**src/rtl/dtmf_gd_pkg.sv**
```systemverilog
package dtmf_gd_pkg;

    localparam int SAMPLE_W        = 16;
    localparam int DIGIT_W         = 4;
    localparam int TONE_W          = 3;
    localparam int COEF_W          = 18;
    localparam int Q_W             = 48;
    localparam int HALF_W          = 24;
    localparam int CNT_W           = 13;
    localparam int NUM_TONES       = 8;
    localparam int TIDX_W          = 3;
    localparam int TONES_PER_GROUP = 4;
    localparam int GIDX_W          = 2;
    localparam int MUL_W           = 128;
    localparam int MULB_W          = 48;
    localparam int X_W             = 2 * Q_W;
    localparam int P_W             = 112;
    localparam int APB_DW          = 32;
    localparam int APB_AW          = TIDX_W + 2;

    localparam int MAX_BLOCK_DEF   = 1024;
    localparam int COEF_FRAC_DEF   = 16;

    localparam logic [DIGIT_W-1:0] NO_DIGIT = 4'd10;
    localparam logic [TONE_W-1:0]  REJECTED = 3'd4;

    localparam logic [DIGIT_W-1:0] DIGIT_MAP [16] = '{
        4'd1,  4'd2, 4'd3,  4'd10,
        4'd4,  4'd5, 4'd6,  4'd10,
        4'd7,  4'd8, 4'd9,  4'd10,
        4'd10, 4'd0, 4'd10, 4'd10
    };

    typedef enum logic [1:0] {
        MOP_SQ1 = 2'd0,
        MOP_SQ2 = 2'd1,
        MOP_X12 = 2'd2,
        MOP_XC  = 2'd3
    } t_mop;

    typedef struct packed {
        logic [TIDX_W-1:0] tone;
        logic              accept;
        logic              load;
        logic              mul_lo;
        logic              mul_hi;
        logic              upd;
        logic              mul_start;
        t_mop              mul_op;
        logic              track;
        logic              chk1;
        logic              chk2;
        logic              out_load;
    } t_cmd;

    typedef struct packed {
        logic is_end;
        logic mul_done;
        logic out_free;
    } t_sts;

    function automatic logic [DIGIT_W-1:0] digit_of(input logic [TONE_W-1:0] lo,
                                                    input logic [TONE_W-1:0] hi);
        logic [DIGIT_W-1:0] d;
        d = NO_DIGIT;
        if (lo < REJECTED && hi < REJECTED) begin
            d = DIGIT_MAP[{lo[GIDX_W-1:0], hi[GIDX_W-1:0]}];
        end
        return d;
    endfunction

endpackage

```
**src/rtl/dtmf_gd_cfg.sv**
```systemverilog
module dtmf_gd_cfg import dtmf_gd_pkg::*; (
    input  logic                     i_clk,
    input  logic                     i_rst_n,
    input  logic                     psel,
    input  logic                     penable,
    input  logic                     pwrite,
    input  logic [APB_AW-1:0]        paddr,
    input  logic [APB_DW-1:0]        pwdata,
    output logic [APB_DW-1:0]        prdata,
    output logic                     pready,
    input  logic [TIDX_W-1:0]        i_tone,
    output logic signed [COEF_W-1:0] o_coef
);

    logic signed [COEF_W-1:0] r_mem [NUM_TONES];
    logic [APB_DW-1:0]        r_prdata;
    logic signed [COEF_W-1:0] r_coef;
    logic [TIDX_W-1:0]        w_idx;

    assign w_idx  = paddr[APB_AW-1:2];
    assign pready = 1'b1;
    assign prdata = r_prdata;
    assign o_coef = r_coef;

    always_ff @(posedge i_clk) begin
        if (!i_rst_n) begin
            for (int i = 0; i < NUM_TONES; i++) begin
                r_mem[i] <= '0;
            end
        end else if (psel && penable && pwrite) begin
            r_mem[w_idx] <= pwdata[COEF_W-1:0];
        end
    end

    // read data is captured in the setup phase of the transaction
    always_ff @(posedge i_clk) begin
        if (psel && !penable) begin
            r_prdata <= APB_DW'(r_mem[w_idx]);
        end
        r_coef <= r_mem[i_tone];
    end

endmodule

```
**config.mk**
```make
export PLATFORM = sky130hd
export DESIGN_NAME = dtmf_gd_cfg
export DESIGN_NICKNAME = d
export VERILOG_FILES = /design/src/rtl/dtmf_gd_pkg.sv /design/src/rtl/dtmf_gd_cfg.sv
export SDC_FILE = /design/constraint.sdc
export NUM_CORES = 1
export LEC_CHECK = 0
export ABC_AREA = 0
export BUFFER_PORTS_ARGS = -buffer_cell sky130_fd_sc_hd__buf_2
export CORE_AREA = 2 2 147 178
export DETAILED_ROUTE_END_ITERATION = 7
export DIE_AREA = 0 0 149 180
export PLACE_DENSITY = 0.53
export SLEW_MARGIN = 15
export SYNTH_ARGS = -nofsm -noshare
export SYNTH_HDL_FRONTEND = slang
export SYNTH_SLANG_ARGS = --single-unit
```
**constraint.sdc**
```tcl
create_clock -name i_clk -period 3.8 [get_ports i_clk]
set_clock_uncertainty 0.1 [all_clocks]
set_input_delay 0.19 -clock i_clk [delete_from_list [all_inputs] [get_ports i_clk]]
set_output_delay 0.19 -clock i_clk [all_outputs]
set_load 0.01 [all_outputs]
```
# Word level (Yosys, flattened, before mapping)
# Memories as Yosys holds them, arrays and structs flattened. A register that Yosys moved wholly into a read port is not among the register bits.
# Cells that the tools add are included.
# op_classes
n_mux	7
reduce_logical	5
# op_table
operator	count
18-bit 2-to-1 mux	1
18-bit OR reduction	1
1-bit 2-to-1 mux	5
1-bit logical AND	3
3-bit 2-to-1 mux	1
1-bit zero test	1
# totals
ff_bits	0
ram_bits	144
input_bits	45
wordCells	13
n_memories	1
# memory_table
name	depth	width	read_ports	rd_ports_with_merged_regs	wr	line	text
r_mem	8	18	2	2	8	dtmf_gd_cfg.sv:15	logic signed [COEF_W-1:0] r_mem [NUM_TONES];

# Longest topological paths before layout
# logic_depth
ltp_word	7
mapped_depth	6
mapped_depth_nobuf	2

# Least setup slack after synthesis
# OpenSTA, ideal clock, no wires.
# synth_path
path_kind	input-to-reg
startpoint	input paddr[2]
endpoint	memory r_mem[7][0], enable pin
setup_time_ps	421
arrival_time_ps	2324
required_time_ps	3279
slack_ps	954
stages	6
n_path_buf	4
path_cell_list	buf_4 -> buf_6 -> inv_1 -> buf_2 -> buf_2 -> o31ai_1
# synth_lines
item	line	text
start: declaration	dtmf_gd_cfg.sv:7	input logic [APB_AW-1:0] paddr,
end: declaration	dtmf_gd_cfg.sv:15	

==> key figures <==
Outcome
  • Outcome: complete, no violations

STA
  • RSZ-0062 raised after global routing: false
  • Relative slew slack: 21.4%
  • Final worst slack: 1.73 ns
  • Final period utilization: 54.5%
  • Setup TNS: 0 ns
  • Final Hold Fails: 0
  • Highest clock rate: 483 MHz
  • Slew @ Worst Pin: 1.18 ns
  • Setup violators final: 0
  • Final Max Slew Viols: 0
  • Period minus WS final: 2.07 ns

CTS
  • Gates resized, CTS repair: 0
  • CTS clk-pin slew, worst paths: 0.07 ns
  • Clock Sinks: 180
  • Clock tree buffer depth: 2
  • CTS buffer count: 17
  • CTS tree: yes
  • Htree depth: 4
  • Clk_lat worst skew: 0.43 ns
  • Cts hold-fix bufs: 0
  • Postcts setup bufs: 0
  • Clock root cell: clkbuf_16

Synthesis
  • Synth Cell Area: 0.00891 sq mm
  • Mapped Nets: 596
  • Number of synthesized register bits: 180
  • Yosys top cell by area: edfxtp_1
  • Top cells by area, synth: edfxtp_1 (55%), mux4_2 (10%), nor4_1 (10%)
  • Synth unique cells: 20
  • Post-Synthesis Cells: 551
  • Avg Synthesized Cell Area: 16.2 sq um
  • Register area share after synthesis: 58.6%
  • Syn. warnings: 0
  • Synth top area share: 54.6%

Worst setup path
  • Crit. End Element: flip-flop
  • Crit Path Max Fanout: 54
  • Critical path required time: 3.80 ns
  • Critical path type: in -> reg
  • Startpoint types: input pin
  • Worst EP arrival: 2.08 ns

Placement
  • Pre-CTS setup slack: 1.27 ns
  • Detail Placement HPWL: 13.7 mm
  • Port bufs: 78
  • GPL Wtd Cong: 0.779

Drt
  • Wire per inst: 24.7 um
  • Total Wirelength: 23.0 mm
  • Post-route ant nets: 0
  • Initial DRT Pass Iterations: 4
  • Initial drt markers: 452
  • Remaining DRCs: 0
  • DR vias: 5,457
  • Vias/cell: 5.86

Final layout
  • Nets: 634
  • Final-layout fill cell count: 2,354
  • Share of layout cells above drive strength 1: 36.9%
  • Area Growth Syn to Fin: 14.2%
  • ANT cells: 0

Pwr
  • VDD IR-drop max: 263 uV
  • Leakage: 3.33 nW
  • Tot Pwr: 4.63 mW
  • Power Density: 455 mW/mm^2

Die
  • FP Rows: 64
  • Die Span X: 149 um
  • Die Span Y: 180 um
  • Core area: 0.0251 sq mm
  • Starting Density: 35.4%
  • Io pins: 96
  • Die Area: 0.0268 sq mm

Global route
  • Initial antenna violation count: 0
  • Pin count of the biggest net entering global routing: 83
  • GRT Util Overall: 17.7%
  • Vias in the first global route: 5,699
  • First-pass GRT wire length: 35.1 mm
  • Global route overflow: 0

Job
  • Max cap viols: 0

Hold path
  • Hold WC Path Type: in -> reg
per-stage QoR:
step                      cells  util [%]  hold slack, ns  cell area (sq um)
final                       932      40.5           0.190              10200
after global routing        932      40.5           0.200              10200
after CTS                   932      40.5           0.176              10200
after detailed placement    900      38.2           0.484               9600
after global placement      900      38.2           0.486               9600
after floorplan             551         -           0.394               8910
critical path, cell delays in order:
cell and delay, ns:
buf_4 0.40, inv_2 0.34, buf_4 0.43, o31ai_4 0.34, buf_4 0.31
registers in the layout (all words and copies together), names as in the netlist:
name / count
o_coef: 18
prdata: 18
r_mem: 144
logic make-up (layout without fill, tap and decap cells):
| family | Yosys count | count (layout) | share of synthesized area (%) |
|---|---|---|---|
| buf+inv | 104 | 155 | 5.99 |
| mux | 108 | 108 | 24.1 |
| compound gates | 8 | 8 | 0.674 |
| simple gates | 150 | 150 | 10.6 |
| other cells | 1 | 1 | 0.0421 |
| flops | 180 | 180 | 58.6 |
Yosys cell counts:
cell and n:
nand2_1 1, clkbuf_2 1, buf_4 16, buf_2 18, conb_1 1, dfxtp_1 18, buf_1 9, edfxtp_1 162
nor4_1 144, mux2_2 36, mux4_1 32, nand2b_1 2, nand4_2 1, nor2b_1 1, clkbuf_1 33, or2_2 1
buf_6 8, inv_1 19, o31ai_1 8, mux4_2 40
where the power goes:
group	internal [mW]	switching (mW)	leakage [nW]	total [mW]
registers	2.28	0.0551	1.69	2.34
clock network	0.980	0.784	0.285	1.76
logic	0.231	0.298	1.35	0.529
layout by cell type (no fill, tap or decap), types with 17 or more instances in the layout:
cell type	count
edfxtp_1	162
nor4_1	144
buf_2	77
mux4_2	40
mux2_2	36
mux4_1	32
buf_4	25
inv_1	18
dfxtp_1	18
clkbuf_16	17
routing by layer:
metal | up-vias | GRT usage, % | wire length (um)
met2 | 178 | 31.4 | 12300
met4 | 0 | 6.32 | 531
met5 | - | 0 | 0
li1 | 2409 | - | -
met3 | 38 | 3.15 | 1060
met1 | 2832 | 21.3 | 9090
path summary, 6_finish.rpt:
check	from	end	slack, ns	cells after the start
min reg2reg	r_mem[0][1]	o_coef[1]	0.61	2
max reg2reg	r_mem[3][12]	prdata[12]	2.26	2
min	pwdata[1]	r_mem[1][1]	0.19	3
max	paddr[2]	r_mem[5][5]	1.73	5
final cells by class:
class	count	area (sq um)	area share, %
multi-input cells	267	3270	32.2
clock buffers	18	429	4.22
inverters	19	71.3	0.701
flip-flops and latches	180	5230	51.3
repair buffers	104	613	6.02
well taps	330	413	4.06
clock inverters	14	154	1.51
Note: power is estimated with default switching activity, not from simulation.
