[src/rtl/dtmf_gd_pkg.sv]
package dtmf_gd_pkg;

    localparam int SAMPLE_W        = 16;
    localparam int DIGIT_W         = 4;
    localparam int TONE_W          = 3;
    localparam int COEF_W          = 18;
    localparam int Q_W             = 48;
    localparam int HALF_W          = 24;
    localparam int CNT_W           = 13;
    localparam int NUM_TONES       = 8;
    localparam int TIDX_W          = 3;
    localparam int TONES_PER_GROUP = 4;
    localparam int GIDX_W          = 2;
    localparam int MUL_W           = 128;
    localparam int MULB_W          = 48;
    localparam int X_W             = 2 * Q_W;
    localparam int P_W             = 112;
    localparam int APB_DW          = 32;
    localparam int APB_AW          = TIDX_W + 2;

    localparam int MAX_BLOCK_DEF   = 1024;
    localparam int COEF_FRAC_DEF   = 16;

    localparam logic [DIGIT_W-1:0] NO_DIGIT = 4'd10;
    localparam logic [TONE_W-1:0]  REJECTED = 3'd4;

    localparam logic [DIGIT_W-1:0] DIGIT_MAP [16] = '{
        4'd1,  4'd2, 4'd3,  4'd10,
        4'd4,  4'd5, 4'd6,  4'd10,
        4'd7,  4'd8, 4'd9,  4'd10,
        4'd10, 4'd0, 4'd10, 4'd10
    };

    typedef enum logic [1:0] {
        MOP_SQ1 = 2'd0,
        MOP_SQ2 = 2'd1,
        MOP_X12 = 2'd2,
        MOP_XC  = 2'd3
    } t_mop;

    typedef struct packed {
        logic [TIDX_W-1:0] tone;
        logic              accept;
        logic              load;
        logic              mul_lo;
        logic              mul_hi;
        logic              upd;
        logic              mul_start;
        t_mop              mul_op;
        logic              track;
        logic              chk1;
        logic              chk2;
        logic              out_load;
    } t_cmd;

    typedef struct packed {
        logic is_end;
        logic mul_done;
        logic out_free;
    } t_sts;

    function automatic logic [DIGIT_W-1:0] digit_of(input logic [TONE_W-1:0] lo,
                                                    input logic [TONE_W-1:0] hi);
        logic [DIGIT_W-1:0] d;
        d = NO_DIGIT;
        if (lo < REJECTED && hi < REJECTED) begin
            d = DIGIT_MAP[{lo[GIDX_W-1:0], hi[GIDX_W-1:0]}];
        end
        return d;
    endfunction

endpackage

[src/rtl/dtmf_gd_ctrl.sv]
module dtmf_gd_ctrl import dtmf_gd_pkg::*; (
    input  logic i_clk,
    input  logic i_rst_n,
    input  logic i_in_valid,
    output logic o_in_ready,
    input  t_sts i_sts,
    output t_cmd o_cmd
);

    typedef enum logic [13:0] {
        S_IDLE  = 14'b00000000000001,
        S_LOAD  = 14'b00000000000010,
        S_MLO   = 14'b00000000000100,
        S_MHI   = 14'b00000000001000,
        S_UPD   = 14'b00000000010000,
        S_PLOAD = 14'b00000000100000,
        S_PSQ1  = 14'b00000001000000,
        S_PSQ2  = 14'b00000010000000,
        S_PX12  = 14'b00000100000000,
        S_PXC   = 14'b00001000000000,
        S_PACC  = 14'b00010000000000,
        S_G1    = 14'b00100000000000,
        S_G2    = 14'b01000000000000,
        S_DONE  = 14'b10000000000000
    } t_state;

    localparam logic [TIDX_W-1:0] LAST_TONE = TIDX_W'(NUM_TONES - 1);
    localparam logic [GIDX_W-1:0] LAST_GIDX = GIDX_W'(TONES_PER_GROUP - 1);

    t_state            r_state, n_state;
    logic [TIDX_W-1:0] r_tone, n_tone;
    logic              r_issued, n_issued;

    always_comb begin
        n_state         = r_state;
        n_tone          = r_tone;
        n_issued        = r_issued;
        o_in_ready      = 1'b0;
        o_cmd           = '0;
        o_cmd.tone      = r_tone;
        o_cmd.mul_op    = MOP_SQ1;
        case (r_state)
            S_IDLE: begin
                o_in_ready = 1'b1;
                if (i_in_valid) begin
                    o_cmd.accept = 1'b1;
                    n_tone       = '0;
                    n_state      = S_LOAD;
                end
            end
            S_LOAD: begin
                o_cmd.load = 1'b1;
                n_state    = S_MLO;
            end
            S_MLO: begin
                o_cmd.mul_lo = 1'b1;
                n_state      = S_MHI;
            end
            S_MHI: begin
                o_cmd.mul_hi = 1'b1;
                n_state      = S_UPD;
            end
            S_UPD: begin
                o_cmd.upd = 1'b1;
                n_tone    = r_tone + 1'b1;
                if (r_tone != LAST_TONE) begin
                    n_state = S_LOAD;
                end else if (i_sts.is_end) begin
                    n_state = S_PLOAD;
                end else begin
                    n_state = S_IDLE;
                end
            end
            S_PLOAD: begin
                o_cmd.load = 1'b1;
                n_state    = S_PSQ1;
            end
            S_PSQ1, S_PSQ2, S_PX12, S_PXC: begin
                case (r_state)
                    S_PSQ1:  o_cmd.mul_op = MOP_SQ1;
                    S_PSQ2:  o_cmd.mul_op = MOP_SQ2;
                    S_PX12:  o_cmd.mul_op = MOP_X12;
                    default: o_cmd.mul_op = MOP_XC;
                endcase
                o_cmd.mul_start = !r_issued;
                n_issued        = 1'b1;
                if (i_sts.mul_done) begin
                    n_issued = 1'b0;
                    case (r_state)
                        S_PSQ1:  n_state = S_PSQ2;
                        S_PSQ2:  n_state = S_PX12;
                        S_PX12:  n_state = S_PXC;
                        default: n_state = S_PACC;
                    endcase
                end
            end
            S_PACC: begin
                o_cmd.track = 1'b1;
                if (r_tone[GIDX_W-1:0] == LAST_GIDX) begin
                    n_state = S_G1;
                end else begin
                    n_tone  = r_tone + 1'b1;
                    n_state = S_PLOAD;
                end
            end
            S_G1: begin
                o_cmd.chk1 = 1'b1;
                n_state    = S_G2;
            end
            S_G2: begin
                o_cmd.chk2 = 1'b1;
                if (r_tone == LAST_TONE) begin
                    n_state = S_DONE;
                end else begin
                    n_tone  = r_tone + 1'b1;
                    n_state = S_PLOAD;
                end
            end
            S_DONE: begin
                if (i_sts.out_free) begin
                    o_cmd.out_load = 1'b1;
                    n_state        = S_IDLE;
                end
            end
            default: begin
                n_state = S_IDLE;
            end
        endcase
    end

    always_ff @(posedge i_clk) begin
        if (!i_rst_n) begin
            r_state  <= S_IDLE;
            r_tone   <= '0;
            r_issued <= 1'b0;
        end else begin
            r_state  <= n_state;
            r_tone   <= n_tone;
            r_issued <= n_issued;
        end
    end

    property p_busy_after_accept;
        @(posedge i_clk) disable iff (!i_rst_n) o_cmd.accept |=> !o_in_ready;
    endproperty
    assert property (p_busy_after_accept) else $error("ready right after a transaction");

    property p_mul_only_when_busy;
        @(posedge i_clk) disable iff (!i_rst_n) o_cmd.mul_start |-> !o_in_ready;
    endproperty
    assert property (p_mul_only_when_busy) else $error("multiply issued while idle");

    property p_single_issue;
        @(posedge i_clk) disable iff (!i_rst_n) o_cmd.mul_start |=> !o_cmd.mul_start;
    endproperty
    assert property (p_single_issue) else $error("multiply issued twice");

endmodule

[config.mk]
export PLATFORM = sky130hd
export DESIGN_NAME = dtmf_gd_ctrl
export DESIGN_NICKNAME = d
export VERILOG_FILES = /design/src/rtl/dtmf_gd_pkg.sv /design/src/rtl/dtmf_gd_ctrl.sv
export SDC_FILE = /design/constraint.sdc
export NUM_CORES = 1
export LEC_CHECK = 0
export ABC_AREA = 1
export BUFFER_PORTS_ARGS = -buffer_cell sky130_fd_sc_hd__buf_4
export CORE_AREA = 8 8 67 69
export CTS_CLUSTER_DIAMETER = 60
export DETAILED_ROUTE_END_ITERATION = 7
export DIE_AREA = 0 0 75 77
export HOLD_SLACK_MARGIN = 0.15
export PLACE_DENSITY = 0.58
export RECOVER_POWER = 50
export SLEW_MARGIN = 10
export SYNTH_ARGS = -nofsm -noshare
export SYNTH_HDL_FRONTEND = slang
export SYNTH_SLANG_ARGS = --single-unit
[constraint.sdc]
create_clock -name i_clk -period 2.2 [get_ports i_clk]
set_input_delay 0.11 -clock i_clk [delete_from_list [all_inputs] [get_ports i_clk]]
set_output_delay 0.11 -clock i_clk [all_outputs]
set_load 0.02 [all_outputs]
# Word level (Yosys, flattened, before mapping)
# Index checks and enable logic that the tools add are counted.
dict set report op_classes {
  muxes 28
  bitwise_logic 0
  reduce_logical 6
  order_cmp 0
  n_mul 0
  addsub 1
  eq_ne 22
  shift 0
  div 0
}
# cell count
set ops {}
lappend ops {{one-hot mux 14 bit (11 select lines)} 1}
lappend ops {{2-to-1 mux 14 bit} 5}
lappend ops {{one-hot mux 11 bit (3 select lines)} 1}
lappend ops {{== test 14 x 1 -> 1 bit (second input constant)} 1}
lappend ops {{== test 14 x 10 -> 1 bit (second input constant)} 1}
lappend ops {{== test 14 x 11 -> 1 bit (second input constant)} 1}
lappend ops {{== test 14 x 12 -> 1 bit (second input constant)} 1}
lappend ops {{== test 14 x 13 -> 1 bit (second input constant)} 1}
lappend ops {{== test 14 bit (second input constant)} 1}
lappend ops {{== test 14 x 2 -> 1 bit (second input constant)} 1}
lappend ops {{== test 14 x 3 -> 1 bit (second input constant)} 1}
lappend ops {{== test 14 x 4 -> 1 bit (second input constant)} 1}
lappend ops {{== test 14 x 5 -> 1 bit (second input constant)} 1}
lappend ops {{== test 14 x 6 -> 1 bit (second input constant)} 1}
lappend ops {{== test 14 x 7 -> 1 bit (second input constant)} 1}
lappend ops {{== test 14 x 8 -> 1 bit (second input constant)} 1}
lappend ops {{== test 14 x 9 -> 1 bit (second input constant)} 1}
lappend ops {{2-to-1 mux 1 bit} 13}
lappend ops {{2-to-1 mux 12 bit} 1}
lappend ops {{2-to-1 mux 3 bit} 4}
lappend ops {{one-hot mux 3 bit (4 select lines)} 1}
lappend ops {{inequality test 2 bit (second input constant)} 5}
lappend ops {{2-to-1 mux 6 bit} 1}
lappend ops {{one-hot mux 2 bit (3 select lines)} 1}
lappend ops {{other kinds (10)} 10}
dict set report totals {
  mem_count 0
  mem_bits_rw 0
  ff_bits 18
  word_cells 60
  romBits 0
  output_inout_bits 16
  latch_bits 0
}

# Logic depth before layout (Yosys ltp)
dict set report logic_depth {
  depth_word 4
  ltp_mapped 12
  ltp_nobuf 12
}

# Least setup slack after synthesis
# OpenSTA, ideal clock, no wires.
dict set report synth_path {
  kind {reg-to-reg}
  start {reg r_state[2]}
  end {reg r_state[0]}
  slack_ps 548
  n_path_buf 0
  synth_period_minus_slack_ps 1652
  t_required_ps 2088
  arrival_ps 1540
  stages_incl_launch_ff 9
  path_cell_list {dfxtp_1 > nor2_1 > nand2_2 > nor3_1 > nor2_1 > nand4_1 > nand2_1 > nand2_1 > nand2_1}
}
dict set report synth_between {
  elab_chain_cells 4
  elab_cells_between_ends 20
}
# element line
set synth_lines {}
lappend synth_lines {{start, declared} dtmf_gd_ctrl.sv:30} ;# t_state r_state, n_state;
lappend synth_lines {{start signal, assigned} dtmf_gd_ctrl.sv:137} ;# r_state <= n_state;
lappend synth_lines {{== test 14 x 7 -> 1 bit, or another cell as far along} dtmf_gd_ctrl.sv:42} ;# case (r_state)
lappend synth_lines {{OR reduction 4 bit} dtmf_gd_ctrl.sv:42}
lappend synth_lines {{inequality test 2 bit (no line)} -}
lappend synth_lines {{AND reduction 3 bit (no line)} -}
# Several ways; a longest one is shown, not always the timed one.
# A chain may end at the register's enable or synchronous reset.

==> results by group <==
Critical path
  • Setup CP Type: flip-flop to output pin
  • Reg2reg end: r_state[5]
  • Crit-path cells: nor2_1, nand2_4, nor2_8, nand2_2, nand2_4, nor2_4, nor2_1, buf_4
  • Slowest-stage cell, CP: dfxtp_1
  • Reg2reg path depth: 10
  • Crit end category: output pin
  • Worst R2R Start: r_state[6]
  • Crit start category: flip-flop
  • CP max stage delay: roughly 0.34 ns
  • CP Data Arrival Time: around 1.7 ns
  • Crit-path max FO: 10
  • WP data required: 2.09 ns
  • Worst R2R Setup Slack: about 0.46 ns

STA
  • Final Slew Violations: 0
  • Crit path time final: roughly 1.8 ns
  • Max Clock Freq: 547.8 MHz
  • Final setup fails: 0
  • Hold Fails Final Rpt: 0
  • Setup TNS: 0 ns
  • Period utilization: ~83%
  • Fin Hold WS: about 0.12 ns
  • Max_slew headroom: between 60 and 70%
  • RSZ-0062 raised after global routing: no
  • Slew at the pin closest to its max-slew limit: approximately 0.5 ns
  • Clock Skews: 0.01213 ns

Floorplan
  • FP Rows: 22
  • Core area: roughly 3500 sq um
  • Die height: about 77 um
  • Full die area: ~5800 sq um
  • Io pins: 22
  • DIE WIDTH: between 70 and 80 um
  • Initial core utilization: between 30% and 40%

Global routing
  • Vias in the first global route: approximately 1,200
  • Total grt overflow: 0
  • Largest net degree at the start of global routing: 15
  • Initial antenna violation count: 0
  • GRT Overall Usage: between 10 and 15%
  • First-pass GRT wire length: just over 5000 um

Power
  • Tot Pwr: 1.770 mW
  • PwrDens: between 1000 and 1500 nW/um^2
  • Lkg Pwr: 0.8595 nW
  • Max VDD drop: 0.9503 mV

Placed design
  • Port Buf Inserts: 21
  • GP Congestion: around 0.77
  • HPWL Detailed: roughly 2400 um

Hold path
  • Hold endpoint: r_state[13]
  • HP Class: primary input to flip-flop
  • Hold_sp: i_sts[0]
  • Min-Delay Path Depth: 4

Layout
  • Final #Nets: approximately 230
  • Area grow syn2layout: 13.04%
  • Final Util: a little over two fifths
  • # diodes: 0
  • Layout cell share with drive strength beyond 1: 22.69%
  • Fill count: 372

Synth
  • Synth cell types: 28
  • Post-Syn Area: roughly 1300 sq um
  • Avg Inst Size Synth: between 6 and 7 sq um
  • Sequential share of the synthesized area: between 20% and 30%
  • Syn nets: 200
  • Yosys Warn Count: 0
  • Synth Instances: 192
  • #FFs+latches synth: 18

Route
  • Via count: approximately 1,100
  • Final WL: roughly 2900 um
  • First DRT Iteration DRCs: 37
  • DRC viols: 0
  • Routed Antenna Nets: 0
  • WL/cell: about 11 um
  • Vias per cell: 4.326
  • Drt first pass iters: 4

CTS
  • Clock tree from TritonCTS: built
  • CTS Root Cell: clkbuf_4
  • Hold-fix buffers, CTS: 1
  • Setup bufs post-CTS: 0
  • Maximum buffer depth of the clock tree: 2
  • Worst-path clk slew: between 0.1 and 0.15 ns
  • Worst skew pair latency: roughly 0.30 ns
  • H-tree depth: 1
  • CTS buffer count: 3
  • Post-cts gate resize count: 0
  • CTS sink count: 18

Run
  • Max-cap viol count: 0

Outcome
  • Status: finished clean
[worst max-delay path by stage]
| stage | to | startpoint | slack, ns | cells past startpoint |
|---|---|---|---|---|
| floorplan | r_state[0] | r_state[2] | 0.55 | 8 |
| detailed placement | r_state[0] | r_state[2] | 0.59 | 8 |
| CTS | o_cmd[11] | r_tone[0] | 0.37 | 6 |
| finish | o_cmd[6] | r_state[6] | 0.37 | 8 |
| global route | o_cmd[6] | r_state[6] | 0.20 | 8 |
| global placement | r_state[0] | r_state[3] | 0.58 | 8 |
[worst max-delay path, delay by kind of cell, from the launching register on]
family                 cells  cell delay, ns
buffers and inverters      1            0.14
flip-flops                 1            0.34
AND/OR/NAND/NOR            7            0.94
[layout by cell type, fill, tap and decap left out, types with 2 or more instances in the layout]
cell / n
nand2_1: 46
inv_1: 35
nor2_1: 32
dfxtp_1: 18
buf_4: 17
nand3_1: 12
nor2_4: 8
nor3_1: 5
nand2_2: 4
a21oi_1: 4
clkbuf_1: 4
nand2_4: 3
nor2_2: 3
nand4_1: 3
clkbuf_4: 3
inv_2: 2
nor2_8: 2
nand3b_1: 2
ha_1: 2
[layer usage]
layer	wire (um)	vias up	share of wire, %	GRT usage [%]
met4	22	0	0.76	3.529
met1	1393	494	48	13.52
met5	0	-	0	0
met3	84	2	2.9	2.211
met2	1380	17	48	18.69
li1	-	629	-	-
[synthesized netlist by cell type (all sizes together)]
master / number / area [sq um]
nand4: 3 / 18.77
ha: 2 / 25.02
o21bai: 1 / 18.77
nand3: 14 / 92.59
inv: 39 / 153.9
o211ai: 1 / 12.51
o21ai: 2 / 13.76
clkbuf: 1 / 3.750
a21oi: 4 / 20.02
dfxtp: 18 / 360.4
nor3: 5 / 30.03
nand3b: 2 / 15.01
o22ai: 1 / 6.260
nor2: 45 / 292.8
nand2: 54 / 270.3
[through the flow]
step,instance area (sq um),instances,worst slack [ns]
finish,1508,264,0.3745
global route,1508,264,0.1968
CTS,1580,264,0.3676
detailed placement,1548,260,0.5906
global placement,1548,260,0.5793
floorplan,1334,192,0.5481
[where the power goes]
part	switching, mW	internal, mW
Sequential	0.0438	0.379
Clock	0.105	0.0637
Combinational	0.776	0.402
Total	0.925	0.845
[layout make-up]
cell class / count / area (sq um) / share of cell area [%]
repair buffers: 22 / 152.6 / 10.12
multi-input cells: 134 / 758.2 / 50.29
clock buffers: 3 / 22.52 / 1.494
flip-flops and latches: 18 / 360.3 / 23.90
inverters: 39 / 153.9 / 10.21
well taps: 48 / 60.06 / 3.983
[registers in the layout, summed over array words and instances (netlist names)]
signal    count
r_state      14
r_tone        3
r_issued      1
[cell families after synthesis]
| group | Yosys count | synth area share, % |
|---|---|---|
| DFF | 18 | 27.02 |
| and+or+nand+nor | 123 | 53.94 |
| AOI/OAI and AO/OA | 9 | 5.347 |
| buffers and inverters | 40 | 11.82 |
| adders and majority gates | 2 | 1.876 |
(Power assumes the default switching activity.)
